`src/sv/thp_pkg.sv`:
```
`default_nettype none

package thp_pkg;

   // shared multiplier: wide signed multiplicand, one multiplier bit per cycle
   localparam int MUL_A_W   = 96;
   localparam int MUL_B_W   = 32;
   localparam int MUL_CNT_W = $clog2(MUL_B_W);

   // restoring divider: one quotient bit per cycle, quotient capped at 2^40
   localparam int DIV_NUM_W = 80;
   localparam int DIV_DEN_W = 41;
   localparam int DIV_CNT_W = $clog2(DIV_NUM_W);
   localparam logic [DIV_DEN_W-1:0] DIV_CAP = DIV_DEN_W'(1) << (DIV_DEN_W - 1);

   localparam int CSR_IDX_W  = 3;
   localparam int CSR_DATA_W = 64;
   localparam logic [CSR_IDX_W-1:0] CSR_TEMP       = 3'd0;
   localparam logic [CSR_IDX_W-1:0] CSR_PRESS_LOW  = 3'd1;
   localparam logic [CSR_IDX_W-1:0] CSR_PRESS_HIGH = 3'd2;
   localparam logic [CSR_IDX_W-1:0] CSR_MIXED      = 3'd3;
   localparam logic [CSR_IDX_W-1:0] CSR_HUM        = 3'd4;

   localparam logic [23:0] SKIP24 = 24'h800000;
   localparam logic [15:0] SKIP16 = 16'h8000;

   localparam logic signed [32:0] PRESS_T_OFS = 33'sd128000;
   localparam logic signed [32:0] HUM_T_OFS   = 33'sd76800;
   localparam logic signed [95:0] HUM_MAX     = 96'sd419430400;

   typedef struct packed {
      logic [23:0] raw_temperature;
      logic [23:0] raw_pressure;
      logic [15:0] raw_humidity;
   } req_type;

   typedef struct packed {
      logic signed [15:0] temperature_centi;
      logic [31:0]        pressure_q24_8;
      logic [16:0]        humidity_q22_10;
      logic               temperature_valid;
      logic               pressure_valid;
      logic               humidity_valid;
   } rsp_type;

   typedef enum logic [4:0] {
      ST_IDLE,
      ST_T_D1,
      ST_T_D2,
      ST_T_T3,
      ST_P_V1SQ,
      ST_P_P6,
      ST_P_P5,
      ST_P_P3,
      ST_P_P2,
      ST_P_P1,
      ST_P_SCALE,
      ST_P_DIV,
      ST_P_ASQ,
      ST_P_P9,
      ST_P_P8,
      ST_H_H5,
      ST_H_H6,
      ST_H_H3,
      ST_H_PB,
      ST_H_H2,
      ST_H_X,
      ST_H_SSQ,
      ST_H_H1,
      ST_EMIT
   } state_type;

endpackage

`default_nettype wire

```
`src/sv/thp_div.sv`:
```
`default_nettype none

module thp_div (
   input  wire logic                           clock,
   input  wire logic                           reset,
   input  wire logic                           start,
   input  wire logic [thp_pkg::DIV_NUM_W-1:0]  num,
   input  wire logic [thp_pkg::DIV_DEN_W-1:0]  den,
   output logic                                done,
   output logic [thp_pkg::DIV_DEN_W-1:0]       quo
);

   logic [thp_pkg::DIV_DEN_W-1:0] rem_ff, rem_in;
   logic [thp_pkg::DIV_DEN_W-1:0] den_ff, den_in;
   logic [thp_pkg::DIV_DEN_W-1:0] quo_ff, quo_in;
   logic [thp_pkg::DIV_NUM_W-1:0] num_ff, num_in;
   logic [thp_pkg::DIV_CNT_W-1:0] cnt_ff, cnt_in;
   logic                          big_ff, big_in;
   logic                          busy_ff, busy_in;
   logic                          done_ff, done_in;
   logic [thp_pkg::DIV_DEN_W:0]   trial;
   logic [thp_pkg::DIV_DEN_W:0]   diff;
   logic                          fits;
   logic                          last;

   assign trial = {rem_ff, num_ff[thp_pkg::DIV_NUM_W-1]};
   assign diff  = trial - {1'b0, den_ff};
   assign fits  = (trial >= {1'b0, den_ff});
   assign last  = (cnt_ff == thp_pkg::DIV_CNT_W'(thp_pkg::DIV_NUM_W - 1));

   always_comb begin
      rem_in  = rem_ff;
      den_in  = den_ff;
      quo_in  = quo_ff;
      num_in  = num_ff;
      cnt_in  = cnt_ff;
      big_in  = big_ff;
      busy_in = busy_ff;
      done_in = 1'b0;
      if (start) begin
         rem_in  = '0;
         den_in  = den;
         quo_in  = '0;
         num_in  = num;
         cnt_in  = '0;
         big_in  = 1'b0;
         busy_in = 1'b1;
      end else if (busy_ff) begin
         rem_in = fits ? diff[thp_pkg::DIV_DEN_W-1:0] : trial[thp_pkg::DIV_DEN_W-1:0];
         // any bit shifted out of the quotient means it is past the cap
         big_in = big_ff | quo_ff[thp_pkg::DIV_DEN_W-1];
         quo_in = {quo_ff[thp_pkg::DIV_DEN_W-2:0], fits};
         num_in = num_ff << 1;
         cnt_in = cnt_ff + 1'b1;
         if (last) begin
            busy_in = 1'b0;
            done_in = 1'b1;
         end
      end
   end

   always_ff @(posedge clock) begin
      if (reset) begin
         busy_ff <= 1'b0;
         done_ff <= 1'b0;
         cnt_ff  <= '0;
      end else begin
         busy_ff <= busy_in;
         done_ff <= done_in;
         cnt_ff  <= cnt_in;
      end
   end

   always_ff @(posedge clock) begin
      rem_ff <= rem_in;
      den_ff <= den_in;
      quo_ff <= quo_in;
      num_ff <= num_in;
      big_ff <= big_in;
   end

   assign done = done_ff;
   assign quo  = (big_ff || quo_ff > thp_pkg::DIV_CAP) ? thp_pkg::DIV_CAP : quo_ff;

endmodule

`default_nettype wire
```
`config.mk`:
```
export PLATFORM = sky130hd
export DESIGN_NAME = thp_div
export DESIGN_NICKNAME = d
export VERILOG_FILES = /design/src/sv/thp_pkg.sv /design/src/sv/thp_div.sv
export SDC_FILE = /design/constraint.sdc
export NUM_CORES = 1
export LEC_CHECK = 0
export ABC_AREA = 1
export BUFFER_PORTS_ARGS = -buffer_cell sky130_fd_sc_hd__buf_2
export CAP_MARGIN = 30
export CORE_ASPECT_RATIO = 2
export CORE_MARGIN = 2
export CORE_UTILIZATION = 55
export CTS_CLUSTER_SIZE = 10
export DETAILED_ROUTE_END_ITERATION = 16
export PLACE_DENSITY = 0.87
export SLEW_MARGIN = 20
export SYNTH_ARGS = -nofsm -noshare
export SYNTH_HDL_FRONTEND = slang
export SYNTH_SLANG_ARGS = --single-unit
```
`constraint.sdc`:
```
create_clock -name clock -period 6 [get_ports clock]
set_input_delay 0.6 -clock clock [delete_from_list [all_inputs] [get_ports clock]]
set_output_delay 0.6 -clock clock [all_outputs]
set_load 0.005 [all_outputs]
```
==> impl_metrics.ini <==
[worst_setup_path]
r2r_start = num_ff[79]$_DFFE_PP_
critical-path-max-stage-delay_ps = 680
crit_path_start = num_ff[79]$_DFFE_PP_
crit_end = rem_ff[34]$_SDFFE_PP0P_
worstSetupEndpointType = flop
worstPathMaxFanout = 39
critPathArrivalTime_ps = 3890
rrSetupSlack_ps = 2510
slowest_stage = nand2_2
critPathLaunchType = flop
critical_path_buf_inv_count = 2
cp_cell_sequence = inv_1 -> ha_1 -> inv_1 -> fa_1 -> nand3_1 -> nand3_2 -> nand3_2 -> nand2_2 -> nand2_2 -> nand2_4 -> nand2_2 -> nor2_1 -> nor2_1 -> nor2_1
r2r_end = rem_ff[34]$_SDFFE_PP0P_
crit_required_ps = 6410
reg2reg_depth = 14
cp.depth = 14
cp_top_family = simple AND/OR/NAND/NOR gates
crit_type = flop to flop

[placed_design]
portBuffers = 165
place_inst = 2115
post-dp-hpwl_um = 26400
place_ws_ps = 2555
gp_congestion = 1.013

[die]
die_h_um = 215.0
initial_utilization = 0.5575
ioPinCount = 166
rows = 77
die_area_um2 = 23550
die_width_um = 109.5
design.core.area_um2 = 21970

[layout]
layout.nets = 2034
drive_above_1_share = 0.1263
instances_no_fill = 2162
fillers = 1951
syn_to_final_growth_pct = 14.26

[drt]
num_vias = 11530
vias_per_cell = 5.332
drc = 0
firstDrtPassIters = 6
drtIter0Drc = 804
ant_nets = 0
post_drt_wl_per_cell_um = 16.29
wirelength_um = 35230

[synthesis]
synth_cells = 1723
synth_area_um2 = 12250
synth_most_common_cell = nand2_1
ys_seq_elements = 213
synth_top_area_cell = edfxtp_1
ys.flop_type = edfxtp_1
synth-seq-area-share = 0.4471
yosys_warnings = 0
synth_cell_types = 36
synth-edff-count = 121
async_flop_share = 0
synth_top_cell_area_share = 0.2967
netlist_top_cells_count = nand2_1, inv_1, nor2_1
ys_top_cells_by_area = edfxtp_1, nand2_1, dfxtp_1, inv_1, ha_1
syn_nets = 1890
syn_area_per_cell_um2 = 7.107

[power]
ir_worst_vdd_v = 0.0002732
finalPower_mw = 3.356
powerDensity_nw_per_um2 = 239.8
p_leak_nw = 7.459

[outcome]
status = finished clean

[cts]
clock_sinks = 213
cts_hold_buffers = 0
cts_tree = built
clk_pin_slew_ps = 60
htree_num_levels = 1
postCtsSetupRepairBufs = 0
clock_path_buffers = 3
clockRootBuffer = clkbuf_16
post_cts_resized = 0
numCtsBuffers = 25
clock_latency_ps = 540

[timing]
setup_tns_ps = 0
slew_headroom = 0.3768
timing.final.crit_share = 0.5808
finClkSkew_ps = 20.37
fin_ws_ps = 2515
slew_violations = 0
fmax_mhz = 286.9
tightestPinTransition_ps = 931.5
fin_crit_ps = 3485
rsz0062_at_grt = no
hold_ws_ps = 230.2
hold_viol_final = 0
setup_viol = 0

[global_route]
antenna_found_initial = 2
grt_max_degree = 99
grt-ovfl-total = 0
grt_pass1_vias = 11580
grt_pass1_wl_um = 54790
grt_usage = 0.3020

[min_path]
hp-class = input pin to flop

[job]
cap_violations = 0
==> power by group <==
| part | total (mW) | switching [mW] | internal [mW] |
|---|---|---|---|
| Clock | 1.36 | 0.583 | 0.782 |
| Sequential | 1.66 | 0.0225 | 1.64 |
| Combinational | 0.327 | 0.221 | 0.106 |
| Total | 3.36 | 0.827 | 2.53 |
==> worst register-to-register path: stages, from the launching register on <==
cell and delay (ps):
edfxtp_1 360, inv_1 90, ha_1 150, inv_1 80, fa_1 420, nand3_1 130
nand3_2 150, nand3_2 110, nand2_2 60, nand2_2 680, nand2_4 490, nand2_2 380
nor2_1 80, nor2_1 110, nor2_1 60
==> per-layer routing <==
metal	GRT usage	wire, um	vias up
met3	0.04550	1731	173
met2	0.5576	18960	465
met5	0	0	-
met1	0.2773	11320	5184
met4	0.2447	3213	0
li1	-	-	5706
==> worst min-delay path by stage <==
stage                                 startpoint                endpoint  slack, ps  cells past startpoint
after detailed placement  rem_ff[2]$_SDFFE_PP0P_  rem_ff[2]$_SDFFE_PP0P_        470                      2
after global routing                     den[14]    den_ff[14]$_DFFE_PP_        210                      1
after CTS                                den[12]    den_ff[12]$_DFFE_PP_        210                      1
after floorplan           rem_ff[2]$_SDFFE_PP0P_  rem_ff[2]$_SDFFE_PP0P_        450                      2
after global placement    rem_ff[2]$_SDFFE_PP0P_  rem_ff[2]$_SDFFE_PP0P_        460                      2
final                                     den[5]     den_ff[5]$_DFFE_PP_        230                      1
==> cells by family after synthesis <==
group	Yosys count	share of synthesized area
compound gates	94	0.04465
xor+xnor	14	0.01001
fa+ha+maj	43	0.04455
buf+inv	353	0.1143
flops	213	0.4471
simple gates	1006	0.3393
==> sequential cells by signal, summed over array words and instances (netlist names) <==
register  flops
big_ff        1
busy_ff       1
cnt_ff        7
den_ff       41
done          1
num_ff       80
quo_ff       41
rem_ff       41
==> cell usage in the layout (no fill, tap or decap), types with 41 or more instances in the layout <==
| master | instances |
|---|---|
| buf_2 | 164 |
| dfxtp_1 | 91 |
| nand2_1 | 673 |
| edfxtp_1 | 121 |
| nor2_1 | 139 |
| nand3_1 | 99 |
| inv_1 | 288 |
| nand4_1 | 49 |
| o22ai_1 | 41 |
| ha_1 | 42 |
==> metrics by stage <==
stage,cell area (um2),utilization
CTS,13960,0.6355
finish,13990,0.6370
global placement,13190,0.6003
floorplan,12250,-
global route,13990,0.6370
detailed placement,13240,0.6028
==> area by class of cell <==
cell class                 instances  area (um2)  share of cell area
sequential                       213        5477              0.3914
multi-input combinational       1157        5378              0.3843
inverter                         296        1114             0.07959
timing repair buffer             174       955.9             0.06832
clock buffer                      42       689.4             0.04927
tap                              276       345.3             0.02468
clock inverter                     2       28.78            0.002057
antenna                            2       5.005           0.0003577
Note: power is estimated with default switching activity, not from simulation.
