### src/sv/thp_pkg.sv
`default_nettype none

package thp_pkg;

   // shared multiplier: wide signed multiplicand, one multiplier bit per cycle
   localparam int MUL_A_W   = 96;
   localparam int MUL_B_W   = 32;
   localparam int MUL_CNT_W = $clog2(MUL_B_W);

   // restoring divider: one quotient bit per cycle, quotient capped at 2^40
   localparam int DIV_NUM_W = 80;
   localparam int DIV_DEN_W = 41;
   localparam int DIV_CNT_W = $clog2(DIV_NUM_W);
   localparam logic [DIV_DEN_W-1:0] DIV_CAP = DIV_DEN_W'(1) << (DIV_DEN_W - 1);

   localparam int CSR_IDX_W  = 3;
   localparam int CSR_DATA_W = 64;
   localparam logic [CSR_IDX_W-1:0] CSR_TEMP       = 3'd0;
   localparam logic [CSR_IDX_W-1:0] CSR_PRESS_LOW  = 3'd1;
   localparam logic [CSR_IDX_W-1:0] CSR_PRESS_HIGH = 3'd2;
   localparam logic [CSR_IDX_W-1:0] CSR_MIXED      = 3'd3;
   localparam logic [CSR_IDX_W-1:0] CSR_HUM        = 3'd4;

   localparam logic [23:0] SKIP24 = 24'h800000;
   localparam logic [15:0] SKIP16 = 16'h8000;

   localparam logic signed [32:0] PRESS_T_OFS = 33'sd128000;
   localparam logic signed [32:0] HUM_T_OFS   = 33'sd76800;
   localparam logic signed [95:0] HUM_MAX     = 96'sd419430400;

   typedef struct packed {
      logic [23:0] raw_temperature;
      logic [23:0] raw_pressure;
      logic [15:0] raw_humidity;
   } req_type;

   typedef struct packed {
      logic signed [15:0] temperature_centi;
      logic [31:0]        pressure_q24_8;
      logic [16:0]        humidity_q22_10;
      logic               temperature_valid;
      logic               pressure_valid;
      logic               humidity_valid;
   } rsp_type;

   typedef enum logic [4:0] {
      ST_IDLE,
      ST_T_D1,
      ST_T_D2,
      ST_T_T3,
      ST_P_V1SQ,
      ST_P_P6,
      ST_P_P5,
      ST_P_P3,
      ST_P_P2,
      ST_P_P1,
      ST_P_SCALE,
      ST_P_DIV,
      ST_P_ASQ,
      ST_P_P9,
      ST_P_P8,
      ST_H_H5,
      ST_H_H6,
      ST_H_H3,
      ST_H_PB,
      ST_H_H2,
      ST_H_X,
      ST_H_SSQ,
      ST_H_H1,
      ST_EMIT
   } state_type;

endpackage

`default_nettype wire

### src/sv/thp_mul.sv
`default_nettype none

module thp_mul (
   input  wire logic                                clock,
   input  wire logic                                reset,
   input  wire logic                                start,
   input  wire logic signed [thp_pkg::MUL_A_W-1:0]  a,
   input  wire logic signed [thp_pkg::MUL_B_W-1:0]  b,
   output logic                                     done,
   output logic signed [thp_pkg::MUL_A_W-1:0]       prod
);

   logic signed [thp_pkg::MUL_A_W-1:0] acc_ff, acc_in;
   logic signed [thp_pkg::MUL_A_W-1:0] a_ff, a_in;
   logic [thp_pkg::MUL_B_W-1:0]        b_ff, b_in;
   logic [thp_pkg::MUL_CNT_W-1:0]      cnt_ff, cnt_in;
   logic                               busy_ff, busy_in;
   logic                               done_ff, done_in;
   logic                               last;

   assign last = (cnt_ff == thp_pkg::MUL_CNT_W'(thp_pkg::MUL_B_W - 1));

   always_comb begin
      acc_in  = acc_ff;
      a_in    = a_ff;
      b_in    = b_ff;
      cnt_in  = cnt_ff;
      busy_in = busy_ff;
      done_in = 1'b0;
      if (start) begin
         acc_in  = '0;
         a_in    = a;
         b_in    = b;
         cnt_in  = '0;
         busy_in = 1'b1;
      end else if (busy_ff) begin
         // top multiplier bit carries negative weight
         if (b_ff[0]) begin
            acc_in = last ? acc_ff - a_ff : acc_ff + a_ff;
         end
         a_in   = a_ff <<< 1;
         b_in   = b_ff >> 1;
         cnt_in = cnt_ff + 1'b1;
         if (last) begin
            busy_in = 1'b0;
            done_in = 1'b1;
         end
      end
   end

   always_ff @(posedge clock) begin
      if (reset) begin
         busy_ff <= 1'b0;
         done_ff <= 1'b0;
         cnt_ff  <= '0;
      end else begin
         busy_ff <= busy_in;
         done_ff <= done_in;
         cnt_ff  <= cnt_in;
      end
   end

   always_ff @(posedge clock) begin
      acc_ff <= acc_in;
      a_ff   <= a_in;
      b_ff   <= b_in;
   end

   assign done = done_ff;
   assign prod = acc_ff;

endmodule

`default_nettype wire

### config.mk
export PLATFORM = sky130hd
export DESIGN_NAME = thp_mul
export DESIGN_NICKNAME = d
export VERILOG_FILES = /design/src/sv/thp_pkg.sv /design/src/sv/thp_mul.sv
export SDC_FILE = /design/constraint.sdc
export NUM_CORES = 1
export LEC_CHECK = 0
export ABC_AREA = 1
export BUFFER_PORTS_ARGS = -buffer_cell sky130_fd_sc_hd__buf_2
export CAP_MARGIN = 20
export CORE_MARGIN = 5
export CORE_UTILIZATION = 40
export DETAILED_ROUTE_END_ITERATION = 16
export PLACE_DENSITY = 0.6
export SLEW_MARGIN = 10
export SYNTH_ARGS = -nofsm -noshare
export SYNTH_HDL_FRONTEND = slang
export SYNTH_SLANG_ARGS = --single-unit
### constraint.sdc
create_clock -name clock -period 4.8 [get_ports clock]
set_input_delay 0.96 -clock clock [delete_from_list [all_inputs] [get_ports clock]]
set_output_delay 0.96 -clock clock [all_outputs]
set_load 0.03 [all_outputs]
==> results of run 1 <==
[power breakdown]
part           internal [uW]  switching [uW]  total, uW
Combinational            665            1610       2270
Clock                   1470            1010       2480
Sequential              2300             168       2470
[placed cells by master, fill, tap and decap left out, types with 6 or more instances in the layout]
cell type,instances
nand2_1,1319
inv_1,745
nor2_1,545
buf_2,226
o21ai_0,183
nand3_1,154
xor2_1,139
edfxtp_1,128
a21oi_1,104
dfxtp_1,103
ha_1,99
nand4_1,50
clkbuf_16,30
nor2_2,25
inv_2,14
nor3_1,14
o21ai_1,14
buf_4,13
nor4_1,11
nand2_2,11
nand3b_1,10
nor2_4,9
o21bai_1,7
clkinv_2,6
bufinv_16,6
[state kept, by name (all words and copies together) (netlist names)]
signal   flops
a_ff        96
prod        96
b_ff        32
cnt_ff       5
busy_ff      1
done         1
[final timing paths]
check / cells after the start / to
max reg2reg: 23 / prod[87]
min reg2reg: 1 / cnt_ff[3]
min: 1 / cnt_ff[3]
max: 23 / prod[87]
[critical path, cell delays in order, from the launching register on]
cell,delay (ns)
edfxtp_1,0.47
inv_1,0.17
ha_1,0.20
nand2_2,0.09
nor2_4,0.12
nand2_1,0.19
inv_2,0.16
nand4_1,0.15
nor2_1,0.18
nand2_1,0.17
nand2_1,0.15
xor2_1,0.48
ha_1,0.35
nand2_1,0.15
nor2_1,0.21
nand2_1,0.19
nor2_1,0.18
inv_1,0.11
nor2_1,0.26
nand3_1,0.18
nand4_1,0.15
nand3_1,0.08
nand2_1,0.08
inv_1,0.03
[synthesized netlist by cell type (all sizes together) (10+ instances only)]
| cell type | instances |
|---|---|
| a21oi | 104 |
| nand2 | 1330 |
| nor3 | 19 |
| nor2 | 579 |
| xor2 | 139 |
| nor4 | 12 |
| clkbuf | 53 |
| dfxtp | 103 |
| ha | 99 |
| edfxtp | 128 |
| buf | 17 |
| o21ai | 200 |
| nand4 | 50 |
| nand3b | 10 |
| inv | 761 |
| nand3 | 157 |
[stage by stage]
step / total power, uW / cells / util [%]
4_1_cts: 7230 / 4729 / 45.6
6_report: 7220 / 4729 / 45.6
3_5_place_dp: 4730 / 4674 / 43.7
2_1_floorplan: 3960 / 3796 / -
5_1_grt: 7600 / 4729 / 45.6
3_3_place_gp: 4720 / 4673 / 43.6
[metal layers]
metal | vias to the layer above | routed length, microns
li1 | 12000 | -
met4 | 0 | 3460
met1 | 10600 | 40200
met3 | 147 | 6160
met2 | 842 | 36500
met5 | - | 0
[cell families after synthesis]
kind of cell | after synthesis | synth area share, %
and+or+nand+nor | 2166 | 39.9
buffers and inverters | 831 | 14.2
AOI/OAI and AO/OA | 326 | 7.75
DFF | 231 | 26.8
xor gates and xnor gates | 142 | 5.65
adders and majority gates | 100 | 5.71
[final cells by class]
| cell class | count | share of cell area (%) |
|---|---|---|
| inverters | 761 | 11.4 |
| clock buffers | 31 | 3.02 |
| clock inverters | 24 | 1.25 |
| multi-input cells | 2734 | 51.9 |
| well taps | 704 | 3.52 |
| repair buffers | 244 | 5.29 |
| flip-flops and latches | 231 | 23.6 |
==> results.md, run 1 <==
* Reg-to-Reg Start: a_ff[0]
* Number of global-route vias before repair at 22.1k
* FMAX at 218 MHz
* Number of flops mapped to enable cells by yosys at 128
* Status: finished, final reports clean
* Total GRT Usage at 27.8%
* Final worst-path cycle share at between 90 and 100%
* Met1 GRT Util at about 40%
* Global-route wire length before repair at 129 mm
* Share of cells above drive strength 1 at 9.29%
* Dominant synthesized flop cell: edfxtp_1
* DR WL/cell at 18.3 microns
* Global routing's busiest layer: met2
* Max_slew headroom at 48.6%
* Clock Latency Late Sink at between 0.6 and 0.7 ns
* Peak VDD IR at 0.000281 V
* Max Buffers Root-to-Sink at 3
* Seq. cell area at 5910 sq um
* Area of the die at 59900 sq um
* Post-CTS Repair Setup Buffers at 0
* Die width at 245 microns
* Vias post-DR at 23.6k
* Post-CTS Hold Buffers at 0
* Sum Neg Setup Slack at 0 ns
* Setup crit start: a_ff[0]
* Routability cong. at 1.02
* GR Util met2 at 42.8%
* Syn nets at 4027
* PnR worst setup slack at 0.213 ns
* Area Overhead vs Synth at 13.6%
* Met3 usage at 3.16%
* Worst-Margin Slew at 0.770 ns
* Placed instance area at 24000 sq um
* Die H at 245 microns
* Post-CTS sizing at 0
* CTS root buffer: clkbuf_16
* Post-Syn Instances at ~3.8k
* Ports at 228
* Cell area after layout at 25000 sq um
* P per Cell Area at just under 300 nW/um^2
* Synthesized area at between 20000 and 25000 sq um
* Proportion of netlist area held by the largest area contributor at between 20% and 30%
* CP endpoint kind: register
* HP Class: reg -> reg
* Critical Path RT at 5.32 ns
* Max-Cap Viols at 0
* Vias per inst at 4.99
* Final Critical Period at 4.59 ns
* TritonCTS Buffers at 30
* GR Overflow Total at 0
* DRT iter0 DRCs at 2113
* Final setup violation count at 0
* RSZ-0062 raised after global routing: no
* Worst EP arrival at 5.11 ns
* Beginning of the worst hold path: cnt_ff[3]
* DRC viols at 0
* Critical path type: reg -> reg
* Post-DP HPWL at 72.0 mm
* TritonRoute pass-1 iters at 8
* Worst clock skew at between 0.04 and 0.05 ns
* Multi-input gate area at between 10000 and 15000 sq um
* Reg2reg setup slack at between 0.2 and 0.25 ns
* CP max FO at 5
* Asr flop ratio synth at 0%
* P_leak at 0.0142 uW
* CTS clk-pin slew, worst paths at 0.06 ns
* YS warnings at 0
* Critical Path Source Type: register
* Worst hold margin at about 0.46 ns
* Ant diodes at 0
* Sequential area share after synthesis at ~27%
* Initial antenna violation count at 1
* CTS tree: built
* FF+latch count, synth at roughly 230
* Core area at 54900 sq um
* Netlist cell types at 42
* # nets final at 4233
* Largest net degree at the start of global routing at 93
* DP Worst Slack at roughly 0.38 ns
* Leading area contributor after synthesis: nand2_1
* Port bufs at 227
* Cell row count at 86
* Overall routed net length at 86.3 mm
* Antenna viol nets, final at 0
* Fillers at 6103
* Final hold vios at 0
* CTS sink count at about 230
* Synth area leaders: nand2_1, edfxtp_1, inv_1
* H-Tree Depth at 1
* Initial Util at 40.1%
* Syn avg cell area at 5.80 sq um
* Slew Viols, Final at 0
No activity file was read; power rests on OpenSTA's default activity.
==> run 2: changes to the inputs <==
--- a/config.mk
+++ b/config.mk
@@ -10,6 +10,7 @@
 export CAP_MARGIN = 20
 export CORE_MARGIN = 5
 export CORE_UTILIZATION = 40
+export CTS_BUF_LIST = sky130_fd_sc_hd__clkbuf_8
 export DETAILED_ROUTE_END_ITERATION = 16
 export PLACE_DENSITY = 0.6
 export SLEW_MARGIN = 10
==> results.md, run 2 (synthesis results as in run 1) <==
* Status: finished, final reports clean
* Post-CTS sizing at 0
* Routability cong. at 1.02
* Overall routed net length at 86.8 mm
* Vias post-DR at 23.8k
* CTS tree: built
* H-Tree Depth at 2
* Net Sw Power at between 2000 and 3000 uW
* Total GRT Usage at 28.1%
* R2R depth at 23
* Max_slew headroom at 48.2%
* FMAX at ~220 MHz
* Ports at about 230
* TritonRoute pass-1 iters at 6
* Critical Path RT at 5.34 ns
* Post-CTS Repair Setup Buffers at 0
* Vias per inst at between 5 and 6
* DRT iter0 DRCs at 2014
* Beginning of the worst hold path: cnt_ff[3]
* Slew Viols, Final at 0
* Post-CTS Hold Buffers at 0
* R2r endpoint: prod[87]
* Clock Latency Late Sink at 0.68 ns
* Hold path cells at 1
* Worst hold margin at approximately 0.46 ns
* Power share of the combinational group at 32.8%
* Switching share of power at 40.5%
* Commonest non-fill, non-tap cell in the layout: nand2_1
* Initial antenna violation count at 2
* Core area at 54900 sq um
* CTS root buffer: clkbuf_8
* Sum Neg Setup Slack at 0 ns
* Largest net degree at the start of global routing at 93
* Die width at 245 microns
* Final Critical Period at ~4.5 ns
* DRC viols at 0
* Clk pwr share at 31.5%
* P per Cell Area at 278 nW/um^2
* Die H at 245 microns
* Reg2reg setup slack at 0.26 ns
* Area of the die at 59900 sq um
* CP endpoint kind: register
* Final Power at 6910 uW
* Global-route wire length before repair at 130 mm
* Int Power at 4120 uW
* Critical path type: reg -> reg
* Worst clock skew at slightly below 0.05 ns
* Worst EP arrival at 5.08 ns
* Max Buffers Root-to-Sink at 3
* Worst-Margin Slew at 0.777 ns
* CTS clk-pin slew, worst paths at around 0.060 ns
* Cell row count at 86
* Post-DP HPWL at 72.0 mm
* Most frequent cells in the layout: nand2_1, inv_1, nor2_1, buf_2, o21ai_0
* Worst hold path endpoint: cnt_ff[3]
* Peak VDD IR at roughly 0.00020 V
* CTS sink count at 231
* Final hold vios at 0
* Share of cells above drive strength 1 at under 10%
* TritonCTS Buffers at 47
* Max-Cap Viols at 0
* Final worst-path cycle share at 94.5%
* Antenna viol nets, final at 0
* # nets final at roughly 4.3k
* Port bufs at 227
* Initial Util at about two fifths
* RSZ-0062 raised after global routing: no
* Critical Path Source Type: register
* DP Worst Slack at 0.379 ns
* Reg-to-Reg Start: a_ff[0]
* PnR worst setup slack at 0.262 ns
* Final setup violation count at 0
* Area Overhead vs Synth at 13.1%
* Sequential share of power at 35.7%
* CP max FO at 5
* HP Class: reg -> reg
* P_leak at 0.0143 uW
* Number of global-route vias before repair at 22.3k
* GR Overflow Total at 0
* DR WL/cell at 18.2 microns
## run 2: worst max path at each step
stage                     startpoint  endpoint  slack, ns  cells past startpoint
after floorplan                start   a_ff[0]        0.1                      5
after global placement       a_ff[0]  prod[95]       0.40                     24
after detailed placement     a_ff[0]  prod[87]       0.38                     23
after CTS                    a_ff[0]  prod[87]       0.32                     23
after global routing         a_ff[9]  prod[63]       0.04                     22
final                        a_ff[0]  prod[87]       0.26                     23
## run 2: cell type report
type,count,area (sq um)
Clock buffer,51,702
Sequential cell,231,5910
Inverter,761,2860
Clock inverter,34,240
Timing Repair Buffer,244,1320
Multi-Input combinational cell,2734,13000
Fill cell,6145,30000
Tap cell,704,881
Antenna cell,1,2.50
## run 2: per-layer routing
| layer | track usage, % | routed length [microns] | up-vias |
|---|---|---|---|
| li1 | - | - | 12000 |
| met1 | 40.8 | 40600 | 10800 |
| met2 | 43.1 | 36600 | 848 |
| met3 | 3.24 | 5960 | 173 |
| met4 | 10.9 | 3570 | 2 |
| met5 | 0 | 10 | - |
## run 2: power groups by stage
stage	Combinational, uW	Sequential, uW	Clock (uW)
after detailed placement	2220	2510	0
after floorplan	1380	2570	0
after global routing	2500	2490	2310
after global placement	2220	2500	0
after CTS	2230	2470	2230
final	2270	2470	2180
## run 2: per-stage QoR
stage                     std cells  cell area [sq um]  utilization [%]
after floorplan                3796              22000                -
after global placement         4673              23900             43.6
after detailed placement       4674              24000             43.7
after CTS                      4759              24900             45.4
after global routing           4760              24900             45.4
final                          4760              24900             45.4
## run 2: worst max-delay path: stages, from the launching register on
cell      delay, ns
edfxtp_1       0.47
inv_1          0.17
ha_1           0.20
nand2_2        0.09
nor2_4         0.12
nand2_1        0.19
inv_2          0.15
nand4_1        0.15
nor2_1         0.17
nand2_1        0.17
nand2_1        0.14
xor2_1         0.45
ha_1           0.33
nand2_1        0.14
nor2_1         0.21
nand2_1        0.19
nor2_1         0.18
inv_1          0.11
nor2_1         0.25
nand3_1        0.17
nand4_1        0.15
nand3_1        0.08
nand2_1        0.08
inv_1          0.03
==> run 3: changes to the inputs <==
--- a/config.mk
+++ b/config.mk
@@ -5,14 +5,14 @@
 export SDC_FILE = /design/constraint.sdc
 export NUM_CORES = 1
 export LEC_CHECK = 0
-export ABC_AREA = 1
+export ABC_AREA = 0
 export BUFFER_PORTS_ARGS = -buffer_cell sky130_fd_sc_hd__buf_2
 export CAP_MARGIN = 20
 export CORE_MARGIN = 5
 export CORE_UTILIZATION = 40
 export CTS_BUF_LIST = sky130_fd_sc_hd__clkbuf_8
 export DETAILED_ROUTE_END_ITERATION = 16
-export PLACE_DENSITY = 0.6
+export PLACE_DENSITY = 0.61
 export SLEW_MARGIN = 10
 export SYNTH_ARGS = -nofsm -noshare
 export SYNTH_HDL_FRONTEND = slang
==> results.md, run 3 <==
* Status: finished with violations
* Failing checks: setup timing
* Overall routed net length at 70.6 mm
* Max Buffers Root-to-Sink at 3
* Int Power at 4820 uW
* Worst-Margin Slew at 1.01 ns
* R2r endpoint: prod[88]
* Synth cell count leaders: nand2_1, a21oi_1, nor2_1
* Proportion of netlist area held by the largest area contributor at between 20% and 30%
* Crit-path most repeated cell: buf_6
* Hold path cells at 2
* Clock Latency Late Sink at 0.68 ns
* Beginning of the worst hold path: prod[9]
* Total GRT Usage at approximately 28%
* Cell row count at 75
* Post-CTS Hold Buffers at 0
* Commonest non-fill, non-tap cell in the layout: buf_4
* Cell area after layout at 25900 sq um
* Post-DP HPWL at 53.2 mm
* TritonCTS Buffers at 46
* Syn avg cell area at 8.56 sq um
* Final hold vios at 0
* RSZ-0062 raised after global routing: yes
* CP endpoint kind: register
* Dominant synthesized flop cell: edfxtp_1
* DP Worst Slack at -0.583 ns
* Core area at 42100 sq um
* Netlist cell types at 75
* Synth area leaders: edfxtp_1, dfxtp_1, mux2_2
* CTS root buffer: clkbuf_8
* # nets final at 3031
* FF+latch count, synth at approximately 230
* DRT iter0 DRCs at 1562
* Die width at 217 microns
* Worst EP arrival at 5.75 ns
* CTS clk-pin slew, worst paths at 0.06 ns
* Most frequent cells in the layout: buf_4, nand2_1, buf_2, a21oi_1, nor2_1
* Largest net degree at the start of global routing at ~150
* Final setup violation count at 25
* DR WL/cell at 20.9 microns
* Area of the die at about 47000 sq um
* Peak VDD IR at approximately 0.00025 V
* Syn nets at 2235
* Sequential area share after synthesis at between 30% and 40%
* Switching share of power at 36.4%
* Global-route wire length before repair at 105 mm
* Worst hold path endpoint: prod[9]
* TritonRoute pass-1 iters at 7
* Sequential share of power at 32.7%
* DRC viols at 0
* Placed instance area at 22700 sq um
* Sum Neg Setup Slack at -4.45 ns
* Post-Syn Instances at 2004
* Reg2reg setup slack at -0.36 ns
* R2R depth at 24
* Critical Path Source Type: register
* Slew Viols, Final at 0
* Number of flops mapped to enable cells by yosys at 128
* P per Cell Area at 293 nW/um^2
* Max-Cap Viols at 0
* Clk pwr share at 27.1%
* Port bufs at between 200 and 250
* CTS tree: built
* Power share of the combinational group at 40.2%
* Asr flop ratio synth at 0%
* Critical Path RT at 5.39 ns
* Worst clock skew at about 0.068 ns
* Critical path type: reg -> reg
* Crit-path cells: or3_4, or4_4, or3_4, buf_6, nor2_4, buf_6, buf_6, buf_6, a31oi_4, xnor2_2, ha_1, buf_6, nand2_4, buf_6, nor3_4, nand3_2, a211o_4, a21oi_4, a31oi_4, o41ai_4, buf_4, a21boi_2, or3_1, nand3_1
* Net Sw Power at 2760 uW
* CTS sink count at around 230
* FMAX at ~190 MHz
* GR Overflow Total at 0
* P_leak at between 0.01 and 0.015 uW
* Final Power at approximately 7600 uW
* Synthesized area at 17100 sq um
* Initial Util at just over 40%
* YS warnings at 0
* Worst path slowest cell: or4_4
* Max_slew headroom at between 30% and 40%
* Die H at 217 microns
* Area Overhead vs Synth at 51.1%
* Routability cong. at 0.971
* Vias per inst at 5.59
* Initial antenna violation count at 10
* CP max FO at 3
* Share of cells above drive strength 1 at 46.1%
* Leading area contributor after synthesis: edfxtp_1
* Number of global-route vias before repair at 18.8k
* Vias post-DR at 18.9k
* HP Class: reg -> reg
* Most frequent cell after synthesis: nand2_1
* Final worst-path cycle share at 108%
* Final Critical Period at 5.16 ns
* Critical path's largest stage delay at 0.45 ns
* H-Tree Depth at 2
* PnR worst setup slack at -0.365 ns
* Setup crit start: a_ff[39]
* Antenna viol nets, final at 0
* Reg-to-Reg Start: a_ff[39]
* Ports at roughly 230
run 3: worst max-delay path by stage:
stage / end / slack, ns
6_report: prod[88] / -0.36
5_1_grt: prod[89] / -0.52
4_1_cts: prod[95] / -0.22
3_5_place_dp: prod[88] / -0.58
3_3_place_gp: prod[91] / -0.53
2_1_floorplan: prod[93] / -0.01
run 3: timing repair:
action	4_1_cts	5_1_grt
gates resized for setup	200	226
pin swaps	68	135
buffers inserted	46	43
endpoints found under the setup margin	44	48
gates cloned	0	0
run 3: cell families after synthesis:
family,share of synthesized area (%)
AND/OR/NAND/NOR,18.7
multiplexers,7.81
AO/OA/AOI/OAI,19.6
adder cells (fa/ha/maj),7.34
buffers and inverters,3.33
XOR/XNOR,8.84
flip-flops,34.4
run 3: per-stage QoR:
stage / cells / hold slack, ns / utilization (%)
6_report: 3380 / 0.477 / 61.5
5_1_grt: 3376 / 0.460 / 61.5
4_1_cts: 3337 / 0.437 / 58.5
3_5_place_dp: 3212 / 0.463 / 53.9
3_3_place_gp: 3212 / 0.459 / 53.9
2_1_floorplan: 2004 / 0.467 / -
run 3: final cells by class:
class | instances | area (sq um)
clock inverter | 36 | 229
tap | 539 | 674
multi-input combinational | 1627 | 12200
timing repair buffer | 848 | 5990
inverter | 46 | 173
clock buffer | 49 | 674
sequential | 231 | 5910
antenna | 4 | 10.0
fill | 3652 | 16200
run 3: metal layers:
metal	GRT usage [%]	wire, microns
met3	5.77	5550
met2	46.3	32700
met5	0	70
met1	35.6	28800
met4	12.2	3470
run 3: power by group through the flow:
stage | Clock, uW | Combinational, uW | Sequential (uW)
after floorplan | 0 | 1250 | 2620
after global placement | 0 | 2590 | 2510
after detailed placement | 0 | 2620 | 2510
after CTS | 2100 | 2790 | 2480
after global routing | 2200 | 3260 | 2500
final | 2060 | 3050 | 2480
run 3: worst max-delay path: cells and delay by family, from the launching register on:
kind            cells  cell delay [ns]
simple gates        9             2.17
buf+inv             7             0.85
flops               1             0.38
fa+ha+maj           1             0.33
xor+xnor            1             0.18
compound gates      6             1.14
